<file path="src/rtl/box_gap_distance_defines.svh">
// Assertion macros used by the box gap distance RTL.
// No dependencies; included by files that carry concurrent checks.
`ifndef BOX_GAP_DISTANCE_DEFINES_SVH
`define BOX_GAP_DISTANCE_DEFINES_SVH

// Same-cycle implication, disabled during reset.
`define BGD_ASSERT_NOW(label, clk, rst, ante, cons) \
  label: assert property (@(posedge clk) disable iff (rst) (ante) |-> (cons)) \
    else $error("box_gap_distance check failed");

// Next-cycle implication, disabled during reset.
`define BGD_ASSERT_NEXT(label, clk, rst, ante, cons) \
  label: assert property (@(posedge clk) disable iff (rst) (ante) |=> (cons)) \
    else $error("box_gap_distance check failed");

`endif

</file>
<file path="src/rtl/bgd_pkg.sv">
// Shared types and constants for the box gap distance block.
// No dependencies.
`default_nettype none

package bgd_pkg;

  // Width of the reported distance.
  localparam int GAP_BITS = 25;

  // Sideband that travels with each item down the pipeline.
  typedef struct packed {
    logic valid;
    logic overlap;
  } bgd_tag_t;

endpackage

`default_nettype wire

</file>
<file path="src/rtl/box_gap_distance.sv">
// Top level of the box gap distance block: axis gaps, squares, sum,
// pipelined square root and saturating output register.
// Depends on bgd_pkg, bgd_isqrt and box_gap_distance_defines.svh.
//
//   channel  direction  handshake            payload
//   input    in         in_valid / in_ready  a_*/b_* lon/lat min/max corners
//   output   out        out_valid/out_ready  gap_distance, boxes_overlap
//
// One transaction per cycle is accepted while the output side takes results.
// The pipeline has three stages for gaps, squares and sum, one square root
// stage per result bit and one output register.
// A held result with out_ready low freezes every stage; nothing moves or drops.
// rst clears all stage valid bits; no clearing pass is needed.
`default_nettype none

`include "box_gap_distance_defines.svh"

module box_gap_distance #(
  parameter int COORD_BITS = 24
) (
  input  logic                          clk,
  input  logic                          rst,
  input  logic                          in_valid,
  output logic                          in_ready,
  input  logic signed [COORD_BITS-1:0]  a_lon_min,
  input  logic signed [COORD_BITS-1:0]  a_lat_min,
  input  logic signed [COORD_BITS-1:0]  a_lon_max,
  input  logic signed [COORD_BITS-1:0]  a_lat_max,
  input  logic signed [COORD_BITS-1:0]  b_lon_min,
  input  logic signed [COORD_BITS-1:0]  b_lat_min,
  input  logic signed [COORD_BITS-1:0]  b_lon_max,
  input  logic signed [COORD_BITS-1:0]  b_lat_max,
  output logic                          out_valid,
  input  logic                          out_ready,
  output logic [bgd_pkg::GAP_BITS-1:0]  gap_distance,
  output logic                          boxes_overlap
);
  import bgd_pkg::*;

  localparam int CB        = COORD_BITS;
  localparam int ROOT_BITS = CB + 1;

  logic en;

  // Offset binary, so unsigned order matches signed order.
  function automatic logic [CB-1:0] biased(input logic [CB-1:0] v);
    return {~v[CB-1], v[CB-2:0]};
  endfunction

  function automatic logic [CB-1:0] pos_diff(input logic [CB-1:0] p,
                                             input logic [CB-1:0] q);
    logic [CB:0] d;
    d = {1'b0, p} - {1'b0, q};
    return d[CB] ? '0 : d[CB-1:0];
  endfunction

  function automatic logic [CB-1:0] axis_gap(input logic [CB-1:0] a_min,
                                             input logic [CB-1:0] a_max,
                                             input logic [CB-1:0] b_min,
                                             input logic [CB-1:0] b_max);
    logic [CB-1:0] g1;
    logic [CB-1:0] g2;
    g1 = pos_diff(biased(b_min), biased(a_max));
    g2 = pos_diff(biased(a_min), biased(b_max));
    return (g1 > g2) ? g1 : g2;
  endfunction

  // Whole pipeline advances together unless a result sits untaken.
  assign en       = !out_valid || out_ready;
  assign in_ready = en;

  // Stage 1: axis gaps.
  logic          s1_valid;
  logic [CB-1:0] s1_dx;
  logic [CB-1:0] s1_dy;

  // Stage 2: squares.
  bgd_tag_t        s2_tag;
  logic [2*CB-1:0] s2_sx;
  logic [2*CB-1:0] s2_sy;

  // Stage 3: sum of squares.
  bgd_tag_t      s3_tag;
  logic [2*CB:0] s3_sum;

  logic [ROOT_BITS-1:0]  sq_root;
  bgd_tag_t              sq_tag;
  logic [GAP_BITS-1:0]   gap_sat;

  always_ff @(posedge clk) begin
    if (rst) begin
      s1_valid  <= 1'b0;
      s2_tag    <= '0;
      s3_tag    <= '0;
      out_valid <= 1'b0;
    end else if (en) begin
      s1_valid       <= in_valid;
      s2_tag.valid   <= s1_valid;
      s2_tag.overlap <= (s1_dx == '0) && (s1_dy == '0);
      s3_tag         <= s2_tag;
      out_valid      <= sq_tag.valid;
    end
  end

  always_ff @(posedge clk) begin
    if (en) begin
      s1_dx         <= axis_gap(a_lon_min, a_lon_max, b_lon_min, b_lon_max);
      s1_dy         <= axis_gap(a_lat_min, a_lat_max, b_lat_min, b_lat_max);
      s2_sx         <= {{CB{1'b0}}, s1_dx} * {{CB{1'b0}}, s1_dx};
      s2_sy         <= {{CB{1'b0}}, s1_dy} * {{CB{1'b0}}, s1_dy};
      s3_sum        <= {1'b0, s2_sx} + {1'b0, s2_sy};
      gap_distance  <= gap_sat;
      boxes_overlap <= sq_tag.overlap;
    end
  end

  bgd_isqrt #(
    .ROOT_BITS (ROOT_BITS)
  ) u_isqrt (
    .clk      (clk),
    .rst      (rst),
    .en       (en),
    .radicand ({1'b0, s3_sum}),
    .tag_in   (s3_tag),
    .root_out (sq_root),
    .tag_out  (sq_tag)
  );

  // Clamp the root to the distance width.
  if (ROOT_BITS > GAP_BITS) begin : g_sat
    assign gap_sat = (|sq_root[ROOT_BITS-1:GAP_BITS]) ? '1 : sq_root[GAP_BITS-1:0];
  end else begin : g_ext
    assign gap_sat = GAP_BITS'(sq_root);
  end

  `BGD_ASSERT_NOW(a_overlap_zero, clk, rst, out_valid && boxes_overlap, gap_distance == '0)
  `BGD_ASSERT_NEXT(a_accept_enters, clk, rst, in_valid && in_ready, s1_valid)
  `BGD_ASSERT_NEXT(a_stall_freezes, clk, rst, out_valid && !out_ready, $stable(s3_tag))
  `BGD_ASSERT_NEXT(a_overlap_sum, clk, rst, en && s2_tag.valid && s2_tag.overlap, s3_sum == '0)

endmodule

`default_nettype wire

</file>
<file path="src/rtl/bgd_isqrt.sv">
// Pipelined floor square root, one result bit per register stage.
// Depends on bgd_pkg for the sideband tag type.
`default_nettype none

module bgd_isqrt #(
  parameter int ROOT_BITS = 25
) (
  input  logic                          clk,
  input  logic                          rst,
  input  logic                          en,
  input  logic [2*ROOT_BITS-1:0]        radicand,
  input  bgd_pkg::bgd_tag_t             tag_in,
  output logic [ROOT_BITS-1:0]          root_out,
  output bgd_pkg::bgd_tag_t             tag_out
);
  import bgd_pkg::*;

  localparam int REM_W = ROOT_BITS + 2;
  localparam int SQ_W  = 2 * ROOT_BITS;

  logic [REM_W-1:0]     rem   [0:ROOT_BITS];
  logic [ROOT_BITS-1:0] root  [0:ROOT_BITS];
  logic [SQ_W-1:0]      sq    [0:ROOT_BITS];
  bgd_tag_t             tag   [0:ROOT_BITS];

  assign rem[0]  = '0;
  assign root[0] = '0;
  assign sq[0]   = radicand;
  assign tag[0]  = tag_in;

  for (genvar k = 0; k < ROOT_BITS; k++) begin : g_stage
    localparam int P = 2 * (ROOT_BITS - 1 - k);
    logic [REM_W-1:0] rem_sh;
    logic [REM_W-1:0] trial;
    logic             take;

    // Bring down the next bit pair and try the odd-number subtraction.
    assign rem_sh = {rem[k][REM_W-3:0], sq[k][P+1:P]};
    assign trial  = {root[k], 2'b01};
    assign take   = (rem_sh >= trial);

    always_ff @(posedge clk) begin
      if (rst) begin
        tag[k+1] <= '0;
      end else if (en) begin
        tag[k+1] <= tag[k];
      end
    end

    always_ff @(posedge clk) begin
      if (en) begin
        rem[k+1]  <= take ? (rem_sh - trial) : rem_sh;
        root[k+1] <= {root[k][ROOT_BITS-2:0], take};
        sq[k+1]   <= sq[k];
      end
    end
  end

  assign root_out = root[ROOT_BITS];
  assign tag_out  = tag[ROOT_BITS];

endmodule

`default_nettype wire
</file>
<file path="config.mk">
export PLATFORM = sky130hd
export DESIGN_NAME = box_gap_distance
export DESIGN_NICKNAME = d
export VERILOG_FILES = /design/src/rtl/bgd_pkg.sv /design/src/rtl/box_gap_distance.sv /design/src/rtl/bgd_isqrt.sv
export VERILOG_INCLUDE_DIRS = /design/src /design/src/rtl
export SDC_FILE = /design/constraint.sdc
export NUM_CORES = 2
export LEC_CHECK = 0
export BUFFER_PORTS_ARGS = -buffer_cell sky130_fd_sc_hd__clkbuf_2
export CAP_MARGIN = 20
export CORE_MARGIN = 5
export CORE_UTILIZATION = 35
export DETAILED_ROUTE_END_ITERATION = 7
export PLACE_DENSITY = 0.48
export RECOVER_POWER = 25
export SLEW_MARGIN = 30
export SYNTH_ARGS = -nofsm -noshare
export SYNTH_HDL_FRONTEND = slang
export SYNTH_SLANG_ARGS = --single-unit
</file>
<file path="constraint.sdc">
create_clock -name clk -period 72.1 [get_ports clk]
set_clock_uncertainty 0.05 [all_clocks]
set_input_delay 3.605 -clock clk [delete_from_list [all_inputs] [get_ports clk]]
set_output_delay 3.605 -clock clk [all_outputs]
set_load 0.02 [all_outputs]
</file>
==> reports/metrics.csv <==
stage,metric,value,unit
cts,post_cts_buffers,0,
routing,drt_iter0_drc,3998,
finish,finalNetCount,12878,
timing,worst_pin_slew,996,ps
critical_path,crit_cells,21,
critical_path,rr_endpoint,s2_sx[43],
timing,maxSlewViolCount,0,
logic_synthesis,ys.flop_type,edfxtp_1,
cts,clkLatencyLatePin,890,ps
run,maxCapViolCount,0,
logic_synthesis,ys_seq_elements,1759,
routing,dr_total_vias,76041,
critical_path,critical_path.most_common_cell,inv_1,
routing,routed_wirelength,267000,um
timing,clock.fmax,110,MHz
critical_path,reg2regPathDepth,26,
placed_design,gp_congestion,0.841,
die,die_h,592,um
routing,drt.antenna.violating_nets,0,
cts,cts_buffers,203,
cts,cts-htree-levels,4,
die,core_area,337000,um^2
critical_path,cp-endpoint,s1_dy[19],
cts,clock-sinks,1759,
critical_path,critical_path.startpoint,b_lat_min[0],
critical_path,crit_family,compound AO/OA/AOI/OAI gates,
logic_synthesis,postSynthAreaPerCell,11.1,um^2
grt,track_usage,15.2,%
critical_path,cp_slowest_cell,o31ai_4,
die,fp-row-count,213,
logic_synthesis,synth_compound_area_share,9.28,%
critical_path,reg2reg_slack,63860,ps
power_and_ir_drop,pwr_density_cell,39.9,nW/um^2
power_and_ir_drop,vdd_drop_max,0.0000318,V
grt,antenna_found_initial,3,
cts,cts-root-buf,clkbuf_16,
logic_synthesis,ys_warn_count,0,
die,die_w,592,um
run_status,status,finished clean,
cts,cts.clk_slew.worst_paths,60,ps
logic_synthesis,synth-xor-area-share,5.01,%
grt,grt_max_degree,175,
timing,rsz0062_at_grt,no,
die,design.die.area,350000,um^2
critical_path,worstPathRequired,72670,ps
placed_design,dpl.hpwl,203000,um
critical_path,crit_path_end_kind,flop,
logic_synthesis,synthAdderAreaFrac,23.9,%
die,ios,224,
grt,grt_pass1_wl,432000,um
cts,cts_resized,0,
logic_synthesis,yosysSeqAreaShare,44.1,%
logic_synthesis,yosys.area_share.simple,10.6,%
logic_synthesis,syn_inst,10663,
logic_synthesis,synth.top_cell.area_share,43.1,%
logic_synthesis,syn-cell-area,119000,um^2
min_path,worstHoldPathType,flop to flop,
critical_path,cp-start-kind,input port,
critical_path,cp_max_fo,27,
critical_path,max_stage_delay,690,ps
logic_synthesis,synth_mux_area_share,0.680,%
finish,layout-drive-gt1-share,6.92,%
logic_synthesis,synth_top_family_by_area,adder cells,
critical_path,path_buf_inv,6,
timing,hold_viol,0,
routing,route.detailed.drc,0,
logic_synthesis,synthesis.nets,12611,
finish,area_growth,11.3,%
critical_path,path_cells,clkbuf_2 > inv_1 > ha_1 > inv_1 > fa_1 > a211oi_1 > o211ai_1 > a31o_2 > o31ai_1 > or4_1 > a211oi_2 > nor2_2 > buf_4 > nand2b_1 > inv_1 > ha_1 > nand4_1 > or4_1 > o31ai_4 > buf_4 > mux2_2,
timing,setup_viol,0,
routing,wire_per_inst,17.1,um
logic_synthesis,netlist_top_cells_area,"edfxtp_1 43%, fa_1 15%, ha_1 9.4%",
critical_path,cp.arrival,9670,ps
grt,grt_pass1_vias,79735,
logic_synthesis,yosysTopAreaCell,edfxtp_1,
power_and_ir_drop,p_leak,60.0,nW
timing,period_minus_slack,9100,ps
die,start_util,35.2,%
cts,clk_path_buf_depth,4,
logic_synthesis,yosysUniqueCellTypes,89,
routing,vias_per_cell,4.87,
cts,cts_tree,built,
logic_synthesis,synth_edf_count,1703,
timing,slew_headroom,32.7,%
min_path,hold_depth,0,
critical_path,crit_type,input port to flop,
cts,hold_buffers,0,
placed_design,portBuffers,223,
logic_synthesis,synth-async-reset-ratio,0,%
critical_path,r2r_start,s1_dx[8],
finish,final_core_util,39.1,%
timing,fin_setup_tns,0,ps
grt,grt_overflow,0,
timing,fin_crit_sh,12.6,%
routing,first_pass_iters,6,
-- kinds of logic (layout without fill, tap and decap cells) --
logic type               count (synthesis)  count (layout)
AO/OA/AOI/OAI                         1781            1781
XOR/XNOR                               678             678
adder cells (fa/ha/maj)               1752            1752
buffers and inverters                 2015            2448
flip-flops                            1759            1759
multiplexers                            73              73
other                                    1               3
AND/OR/NAND/NOR                       2604            2604
-- worst reg2reg max path, cell delays in order (launching register included) --
cell and delay, ps:
edfxtp_1 370, buf_4 410, inv_1 280, fa_1 580
inv_1 50, fa_1 500, inv_1 50, fa_1 490
inv_1 60, fa_1 510, inv_1 60, fa_1 530
inv_1 50, fa_1 470, inv_1 50, fa_1 470
inv_1 40, ha_1 360, nand2_1 120, nand4_1 110
a311oi_1 600, o21ai_0 360, a21oi_1 380, o31ai_1 230
a31oi_1 440, o21ai_0 180, xor2_1 160
-- area by class of cell --
type                       count  area (um^2)
fill                       32507       205000
sequential                  1759        52300
multi-input combinational   6889        58800
clock buffer                 247         5370
clock inverter               124         1320
inverter                    1758         6610
tap                         4515         5650
antenna                        2         5.00
timing repair buffer         319         1930
-- state kept, by name (all words and copies together) (netlist names) --
register and count:
s3_sum 49, s2_sy 47, s1_dy 24, u_isqrt.g_stage.trial 300
u_isqrt.g_stage.rem_sh 609, s1_valid 1, s2_sx 47, boxes_overlap 1
out_valid 1, s2_tag 2, s3_tag 2, u_isqrt.tag 48
u_isqrt.tag_out 2, gap_distance 25, u_isqrt.sq 552, u_isqrt.root_out 25
s1_dx 24
-- synthesized netlist by cell type, types with 63 or more instances --
library cell and number:
o21ai_0 426, edfxtp_1 1703, nor3_1 160, or3_1 63
inv_1 1757, fa_1 859, ha_1 893, a21oi_1 588
nor4_1 86, nand3_1 168, a21o_1 223, nor2b_1 87
o21a_1 96, nand4_1 85, nor2_1 474, and2_1 263
xor2_1 304, nand2b_1 84, clkbuf_1 234, xnor2_1 374
nand2_1 945
-- cell usage in the layout (no fill, tap or decap), types with 60 or more instances in the layout --
master / instances
nand2_1: 945
clkbuf_16: 208
nand3_1: 168
inv_1: 1757
nor3_1: 159
o21a_1: 96
clkbuf_2: 223
a21o_1: 222
o21ai_0: 426
and2_1: 263
xnor2_1: 374
buf_4: 86
nor2b_1: 86
fa_1: 859
nor4_1: 86
nor2_1: 472
ha_1: 893
a21oi_1: 588
o31ai_1: 60
nand2b_1: 84
or3_1: 63
nand4_1: 85
xor2_1: 304
edfxtp_1: 1703
-- metrics by stage --
step	hold WS (ps)	cell area [um^2]	setup WS [ps]	total power, W	cells
final	339	132000	63000	0.00527	15613
after floorplan	350	119000	18580	0.00354	10663
after global routing	329	132000	62650	0.00573	15612
after global placement	350	125000	61620	0.00426	15237
after CTS	326	132000	62590	0.00536	15609
after detailed placement	355	125000	61640	0.00429	15238
-- metal layers --
layer	up-vias	GRT usage [%]	wire, um
li1	36910	-	-
met1	37508	19.1	115000
met2	1202	27.5	137000
met3	421	1.74	8290
met4	0	4.24	7730
met5	-	0	0
-- power breakdown --
part,internal (W),leakage (nW),switching [W],total [W]
sequential,0.00168,18.1,0.000221,0.00190
clock,0.000608,3.22,0.000422,0.00103
combinational,0.000920,38.7,0.00142,0.00234
total,0.00321,60.0,0.00206,0.00527
-- how the worst min path moves through the flow --
stage                         from          endpoint  slack (ps)
3_5_place_dp   u_isqrt.root_out[7]   gap_distance[7]         350
4_1_cts           u_isqrt.sq[1084]  u_isqrt.sq[1034]         330
2_1_floorplan  u_isqrt.root_out[0]   gap_distance[0]         350
6_report          u_isqrt.sq[1084]  u_isqrt.sq[1034]         340
3_3_place_gp            s3_sum[20]  u_isqrt.sq[1220]         350
5_1_grt           u_isqrt.sq[1136]  u_isqrt.sq[1086]         330
No activity file was read; power rests on OpenSTA's default activity.
